<file path="config.mk">
export PLATFORM = sky130hd
export DESIGN_NAME = line_command_parser
export DESIGN_NICKNAME = d
export VERILOG_FILES = /design/src/design/lcp_pkg.sv /design/src/design/line_command_parser.sv
export VERILOG_INCLUDE_DIRS = /design/src /design/src/design
export SDC_FILE = /design/constraint.sdc
export NUM_CORES = 1
export LEC_CHECK = 0
export BUFFER_PORTS_ARGS = -buffer_cell sky130_fd_sc_hd__buf_2
export CAP_MARGIN = 5
export CELL_PAD_IN_SITES_DETAIL_PLACEMENT = 1
export CELL_PAD_IN_SITES_GLOBAL_PLACEMENT = 1
export CORE_MARGIN = 4
export CORE_UTILIZATION = 30
export CTS_CLUSTER_DIAMETER = 40
export DETAILED_ROUTE_END_ITERATION = 6
export GPL_TIMING_DRIVEN = 0
export PLACE_DENSITY_LB_ADDON = 0.08
export RECOVER_POWER = 100
export SYNTH_ARGS = -nofsm -noshare
export SYNTH_HDL_FRONTEND = slang
export SYNTH_SLANG_ARGS = --single-unit
</file>
<file path="constraint.sdc">
create_clock -name clk -period 10.08 [get_ports clk]
set_input_delay 0 -clock clk [delete_from_list [all_inputs] [get_ports clk]]
set_output_delay 0 -clock clk [all_outputs]
set_load 0.05 [all_outputs]
</file>
<file path="src/design/line_command_parser_defines.svh">
// assertion macros for the line command parser
// used by the top level; expects clk and rst_n in scope
`ifndef LINE_COMMAND_PARSER_DEFINES_SVH
`define LINE_COMMAND_PARSER_DEFINES_SVH

// condition holds at every edge out of reset
`define LCP_ASSERT_ALWAYS(label, expr) \
  label: assert property (@(posedge clk) disable iff (!rst_n) (expr)) \
    else $error("lcp: invariant violated");

// consequent holds in the same cycle as the antecedent
`define LCP_ASSERT_IMPL(label, ante, cons) \
  label: assert property (@(posedge clk) disable iff (!rst_n) (ante) |-> (cons)) \
    else $error("lcp: implication violated");

// consequent holds in the cycle after the antecedent
`define LCP_ASSERT_NEXT(label, ante, cons) \
  label: assert property (@(posedge clk) disable iff (!rst_n) (ante) |=> (cons)) \
    else $error("lcp: next-cycle implication violated");

`endif

</file>
<file path="src/design/lcp_pkg.sv">
// shared types, constants and command tables of the line command parser
// no dependencies
package lcp_pkg;

  // one past the longest line accepted, newline excluded
  localparam int MAX_LINE = 1024;
  localparam int POS_W    = $clog2(MAX_LINE + 1);

  localparam int NCMD          = 6;
  localparam int CMD_PERIOD    = 5;
  localparam int PERIOD_PREFIX = 7;
  localparam int PERIOD_W      = 31;
  localparam logic [PERIOD_W-1:0] PERIOD_MAX = '1;

  localparam logic [7:0] BYTE_NL  = 8'h0a;
  localparam logic [7:0] BYTE_EOI = 8'hff;
  localparam logic [7:0] BYTE_D0  = 8'h30;
  localparam logic [7:0] BYTE_D9  = 8'h39;

  // configuration port
  localparam int CFG_IDX_W  = 1;
  localparam int CFG_DATA_W = PERIOD_W;
  localparam logic [CFG_IDX_W-1:0] REG_INITIAL_PERIOD  = 1'b0;
  localparam logic [CFG_IDX_W-1:0] REG_INITIAL_CELSIUS = 1'b1;

  localparam logic [PERIOD_W-1:0] PERIOD_RESET = 31'd1;

  typedef enum logic [2:0] {
    CODE_OFF     = 3'd0,
    CODE_STOP    = 3'd1,
    CODE_START   = 3'd2,
    CODE_SCALE_F = 3'd3,
    CODE_SCALE_C = 3'd4,
    CODE_PERIOD  = 3'd5,
    CODE_INVALID = 3'd6,
    CODE_EOI     = 3'd7
  } code_t;

  typedef logic [NCMD-1:0] cand_mask_t;

  // length of each command text
  function automatic logic [2:0] cmd_len(input logic [2:0] k);
    logic [2:0] len;
    unique case (k)
      3'd0:    len = 3'd3;
      3'd1:    len = 3'd4;
      3'd2:    len = 3'd5;
      default: len = 3'd7;
    endcase
    return len;
  endfunction

  // character i of command k, first character at index 0
  function automatic logic [7:0] cmd_char(input logic [2:0] k, input logic [2:0] i);
    logic [0:7][7:0] txt;
    unique case (k)
      3'd0:    txt = {"OFF", 40'h0};
      3'd1:    txt = {"STOP", 32'h0};
      3'd2:    txt = {"START", 24'h0};
      3'd3:    txt = {"SCALE=F", 8'h0};
      3'd4:    txt = {"SCALE=C", 8'h0};
      3'd5:    txt = {"PERIOD=", 8'h0};
      default: txt = '0;
    endcase
    return txt[i];
  endfunction

endpackage

</file>
<file path="src/design/line_command_parser.sv">
// line command parser top level: byte stream in, command results out
// depends on lcp_pkg and line_command_parser_defines.svh
//
// Takes one received byte per word and recognises newline-ended command lines
// (OFF, STOP, START, SCALE=F, SCALE=C, PERIOD=<digits>) without buffering the
// line. A byte is accepted every cycle while the result side keeps up; the
// byte is held in an input register, its single-pass update of the match
// mask, line position and saturating period value is registered in the
// parser state, and any result it gives is written to the result register,
// which offers it. Only newline and the 0xff end-of-input byte give a
// result; each carries the command code in tuser and the settings in force
// after the command in tdata. OFF, an invalid or over-long line and end of
// input halt the block: later bytes are consumed and dropped until reset.
// Config writes to the initial period and scale load the live settings at
// once and should only be made while no byte is in flight.
`include "line_command_parser_defines.svh"

module line_command_parser (
  input  logic                          clk,
  input  logic                          rst_n,
  // config write port
  input  logic                          cfg_wr_en,
  input  logic [lcp_pkg::CFG_IDX_W-1:0] cfg_index,
  input  logic [lcp_pkg::CFG_DATA_W-1:0] cfg_wdata,
  // byte input
  input  logic                          in_tvalid,
  output logic                          in_tready,
  input  logic [7:0]                    in_tdata,   // [7:0] rx_byte
  // result output
  output logic                          out_tvalid,
  input  logic                          out_tready,
  output logic [39:0]                   out_tdata,  // [30:0] period_value, [31] report_enable,
                                                    // [32] celsius_scale, [39:33] zero
  output logic [2:0]                    out_tuser   // [2:0] command_code
);
  import lcp_pkg::*;

  // input register
  logic [7:0]          byte_r;
  logic                byte_vld_r;

  // parser state
  cand_mask_t          mask_r,   mask_nxt;
  logic [POS_W-1:0]    pos_r,    pos_nxt;
  logic [PERIOD_W-1:0] acc_r,    acc_nxt;
  logic [PERIOD_W-1:0] period_r, period_nxt;
  logic                scale_r,  scale_nxt;
  logic                report_r, report_nxt;
  logic                halted_r, halted_nxt;

  // result register
  logic                out_vld_r;
  code_t               out_code_r;
  logic [PERIOD_W-1:0] out_period_r;
  logic                out_report_r;
  logic                out_scale_r;

  logic                advance;
  logic                proc;
  logic                res_vld;
  code_t               res_code;
  code_t               found;
  logic                keep;
  logic                is_digit;
  logic [PERIOD_W+3:0] prod;

  // pipeline handshake
  assign advance   = !out_vld_r || out_tready;
  assign proc      = byte_vld_r && advance;
  assign in_tready = !byte_vld_r || advance;

  assign is_digit = (byte_r >= BYTE_D0) && (byte_r <= BYTE_D9);
  // acc * 10 + digit, widened so saturation can be detected
  assign prod = {1'b0, acc_r, 3'b000} + {3'b000, acc_r, 1'b0}
              + {(PERIOD_W + 0)'(0), 4'(byte_r - BYTE_D0)};

  // single-pass byte update
  always_comb begin
    mask_nxt   = mask_r;
    pos_nxt    = pos_r;
    acc_nxt    = acc_r;
    period_nxt = period_r;
    scale_nxt  = scale_r;
    report_nxt = report_r;
    halted_nxt = halted_r;
    res_vld    = 1'b0;
    res_code   = CODE_INVALID;
    found      = CODE_INVALID;
    keep       = 1'b0;
    if (proc && !halted_r) begin
      priority if (byte_r == BYTE_EOI) begin
        halted_nxt = 1'b1;
        mask_nxt   = '0;
        res_vld    = 1'b1;
        res_code   = CODE_EOI;
      end else if (byte_r == BYTE_NL) begin
        // resolve the line, lowest command index wins
        if (pos_r < POS_W'(MAX_LINE)) begin
          for (int k = NCMD - 1; k >= 0; k--) begin
            if (mask_r[k]) begin
              if (k == CMD_PERIOD) begin
                if (pos_r >= POS_W'(PERIOD_PREFIX)) found = code_t'(3'(k));
              end else if (pos_r == POS_W'(cmd_len(3'(k)))) begin
                found = code_t'(3'(k));
              end
            end
          end
        end
        unique case (found)
          CODE_STOP:    report_nxt = 1'b0;
          CODE_START:   report_nxt = 1'b1;
          CODE_SCALE_F: scale_nxt  = 1'b0;
          CODE_SCALE_C: scale_nxt  = 1'b1;
          CODE_PERIOD:  period_nxt = acc_r;
          default:      halted_nxt = 1'b1;
        endcase
        mask_nxt = '1;
        pos_nxt  = '0;
        acc_nxt  = '0;
        res_vld  = 1'b1;
        res_code = found;
      end else if (pos_r >= POS_W'(MAX_LINE)) begin
        // over-long line can no longer match
        mask_nxt = '0;
      end else begin
        // drop candidates that this byte rules out
        for (int k = 0; k < NCMD; k++) begin
          if (pos_r < POS_W'(cmd_len(3'(k))))
            keep = (byte_r == cmd_char(3'(k), pos_r[2:0]));
          else
            keep = (k == CMD_PERIOD) && is_digit;
          mask_nxt[k] = mask_r[k] && keep;
        end
        // period digits accumulate with saturation
        if (mask_nxt[CMD_PERIOD] && pos_r >= POS_W'(PERIOD_PREFIX))
          acc_nxt = (prod > {4'b0000, PERIOD_MAX}) ? PERIOD_MAX : prod[PERIOD_W-1:0];
        pos_nxt = pos_r + POS_W'(1);
      end
    end
  end

  // control and settings registers
  always_ff @(posedge clk) begin
    if (!rst_n) begin
      byte_vld_r <= 1'b0;
      mask_r     <= '1;
      pos_r      <= '0;
      acc_r      <= '0;
      period_r   <= PERIOD_RESET;
      scale_r    <= 1'b0;
      report_r   <= 1'b1;
      halted_r   <= 1'b0;
      out_vld_r  <= 1'b0;
    end else begin
      if (in_tready) byte_vld_r <= in_tvalid;
      mask_r   <= mask_nxt;
      pos_r    <= pos_nxt;
      acc_r    <= acc_nxt;
      report_r <= report_nxt;
      halted_r <= halted_nxt;
      priority if (cfg_wr_en && cfg_index == REG_INITIAL_PERIOD) begin
        period_r <= cfg_wdata;
        scale_r  <= scale_nxt;
      end else if (cfg_wr_en && cfg_index == REG_INITIAL_CELSIUS) begin
        period_r <= period_nxt;
        scale_r  <= cfg_wdata[0];
      end else begin
        period_r <= period_nxt;
        scale_r  <= scale_nxt;
      end
      if (advance) out_vld_r <= res_vld;
    end
  end

  // payload registers
  always_ff @(posedge clk) begin
    if (in_tready && in_tvalid) byte_r <= in_tdata;
    if (advance && res_vld) begin
      out_code_r   <= res_code;
      out_period_r <= period_nxt;
      out_report_r <= report_nxt;
      out_scale_r  <= scale_nxt;
    end
  end

  assign out_tvalid = out_vld_r;
  assign out_tuser  = out_code_r;
  assign out_tdata  = {7'b0000000, out_scale_r, out_report_r, out_period_r};

  // checks
  `LCP_ASSERT_NEXT(a_halt_sticks, halted_r, halted_r)
  `LCP_ASSERT_ALWAYS(a_pos_bounded, pos_r <= POS_W'(MAX_LINE))
  `LCP_ASSERT_IMPL(a_line_start_all, pos_r == '0 && !halted_r, mask_r == '1)
  `LCP_ASSERT_IMPL(a_halting_code, out_vld_r && (out_code_r == CODE_OFF ||
                   out_code_r == CODE_INVALID || out_code_r == CODE_EOI), halted_r)

endmodule

</file>
==> out/summary.txt <==
Status - finished clean
H-tree depth - 4
R2r setup slk - 5340 ps
Global-route wire length before repair - 41.9 mm
Share of the synthesized area in the top cell type - 0.208
Post-DRT Antenna Nets - 0
CTS tree - yes
Worst skew pair latency - 440 ps
PwrDens - 128 nW/um2
WP data required - 10350 ps
Fillers - 3094
DP Wirelength - 18.8 mm
Ys async rst share - 0
Least-Margin Pin Slew - 1370 ps
Num Clock Sinks - 128
Core box area - 26300 um2
Die ar. - 29700 um2
Root Buffer - clkbuf_16
Yosys warns - 0
CP Max Fanout - 10
Detailed Routing Iterations Pass 1 - 4
FF+latch count, synth - 128
Worst Setup End Kind - flop
Bufs on Longest Clock Path - 2
RSZ-0062 raised after global routing - no
Post-Layout Cell Count - 1395
Register area share after synthesis - 0.371
Drt wl/cell - 18.1 um
Top layer in use - met4
Rows - 59
Distinct cells, synth - 72
LEAKAGE - 0.00417 uW
Gr ovfl total - 0
Largest net degree at the start of global routing - 20
Final setup fails - 0
Final min period - 4740 ps
Setup TNS Final - 0 ps
Nets - 1161
Port buffer count - 81
TritonCTS buffer count - 17
Met2 wire len - 11.8 mm
Setup crit start - byte_r[3]
R2r startpoint - byte_r[3]
Overall Global Routing Usage - 0.178
Starting DRT DRC Count - 229
Antenna Cells - 0
FMAX - 0.211 GHz
Cell depth of the worst flop-to-flop path - 14
Yosys top cell by area - dfxtp_1
Worst Skew - 16.7 ps
Vias - 7133
M1 WL - 12.5 mm
Max cap viols - 0
Routed vias/inst - 5.11
Initial core utilization - 0.308
Hold Path Class - input port to flop
EDFF count, synth - 44
Die H - 172 um
Relative slew margins - 0.0885
Pins Over Slew Limit - 0
Setup CP Type - flop to flop
Main area contributors after synthesis - dfxtp_1, edfxtp_1, ha_1
Met3 wire len - 729 um
Residual DRC - 0
Dpl cells - 1320
Placer Congestion - 0.818
Period utilization - 0.470
Layout cells sized above 1 - 0.0962
CP startpoint kind - flop
Worst vdd ir - 85.9 uV
Routed WL - 25.3 mm
Most used DFF post-synth - dfxtp_1
Die width - 172 um
Clk slew on worst S/H paths - 60 ps
Crit path to - acc_r[13]
R2r endpoint - acc_r[13]
Ports - 90
WP data arrival - 5010 ps
Avg Inst Size Synth - 9.03 um2
Cell area after synthesis - 8100 um2
Final hold violation count - 0
Vias in the first global route - 7705
Area grow syn2layout - 21.7%
Syn Inst Count - 897
Initial antenna violation count - 0
-- worst min-delay path by stage --
stage / from / to / cells after the start
after floorplan: in_tdata[0] / byte_r[0] / 0
after global placement: in_tdata[5] / byte_r[5] / 1
after detailed placement: in_tdata[4] / byte_r[4] / 1
after CTS: rst_n / period_r[0] / 3
after global routing: rst_n / period_r[0] / 3
final: rst_n / period_r[0] / 3
-- logic make-up after synthesis --
group / count (synthesis) / share of synthesized area
fa+ha+maj: 69 / 0.108
buf+inv: 116 / 0.0638
mux: 34 / 0.0423
other cells: 1 / 0.000463
flops: 128 / 0.371
simple gates: 218 / 0.141
xor+xnor: 53 / 0.0573
compound gates: 278 / 0.216
-- cells in the final DEF, fill, tap and decap left out, types with 5 or more instances in the layout --
master and instances:
o31ai_1 5, dfxtp_1 84, dlygate4sd3_1 43, nor4_1 5, a21o_1 9, and3_1 9, xnor2_1 24, clkbuf_16 17
o21ai_0 90, nand3_1 22, and2_1 31, a211oi_1 6, nor3_1 13, xor2_1 29, a31oi_1 39, conb_1 7
o21bai_1 7, inv_1 47, mux2i_1 32, nand2_1 56, buf_2 45, edfxtp_1 44, nand4_1 15, buf_4 9
o21a_1 8, ha_1 67, clkbuf_1 89, a21oi_1 69, nor2_1 37, nand2b_1 8
-- where the power goes --
part           switching [uW]  internal, uW
registers                7.59           548
logic                    63.8          45.8
clock network             270           323
-- stage by stage --
stage               power, uW  setup WS [ps]  cell area (um2)  utilization  hold WS [ps]
floorplan                 630           6310             8120            -          98.9
detailed placement        664           5280             8970        0.341           187
CTS                      1280           5250             9950        0.379           199
finish                   1260           5340             9860        0.375           211
global route             1320           4920             9860        0.375           209
global placement          662           5290             8940        0.340           178
-- synth_stat cells (all sizes together) (4+ instances only) --
cell type,count
xnor2,24
a31oi,39
and2,32
xor2,29
nand2,56
nor2,37
nand4,15
and3,9
buf,25
nand3,22
or4,4
mux2i,32
nand2b,8
nor2b,4
a21o,9
o21a,8
a21oi,70
ha,67
nor4,7
inv,47
o21ai,90
nor3,13
edfxtp,44
o21bai,7
clkbuf,44
a211oi,8
dfxtp,84
o31ai,5
-- worst max-delay path, cell delays in order (launching register included) --
cell       delay (ps)
edfxtp_1          350
clkbuf_1          420
inv_1             190
fa_1              560
inv_1              70
fa_1              460
a21o_1            210
a221oi_1          620
nand4b_1          240
nand4b_1          190
a41oi_1           350
nor3_1            130
a2111oi_4         440
buf_6             230
a31oi_1           110
-- per-layer routing --
layer / up-vias / track usage
li1: 3559 / -
met1: 3451 / 0.241
met2: 109 / 0.298
met3: 14 / 0.0334
met4: 0 / 0.0349
met5: - / 0
-- sequential cells by signal, summed over array words and instances, names as in the netlist, 3 cells and up --
name	flops
acc_r	31
out_tuser	3
period_r	31
pos_r	11
out_period_r	31
mask_r	6
byte_r	8
-- layout make-up --
cell class	instances	area (um2)	area share
buffer	69	328	0.0333
clock buffer	17	425	0.0432
clock inverter	15	128	0.0129
inverter	47	176	0.0179
multi-input combinational	659	4590	0.465
sequential	128	3000	0.305
tap	335	419	0.0425
timing repair buffer	125	790	0.0801
-- what timing repair did --
action | CTS | global route
setup buffers | 0 | 0
gates resized for setup | 0 | 0
hold buffers | 43 | 0
hold endpoints to repair | 42 | 0
No activity file was read; power rests on OpenSTA's default activity.
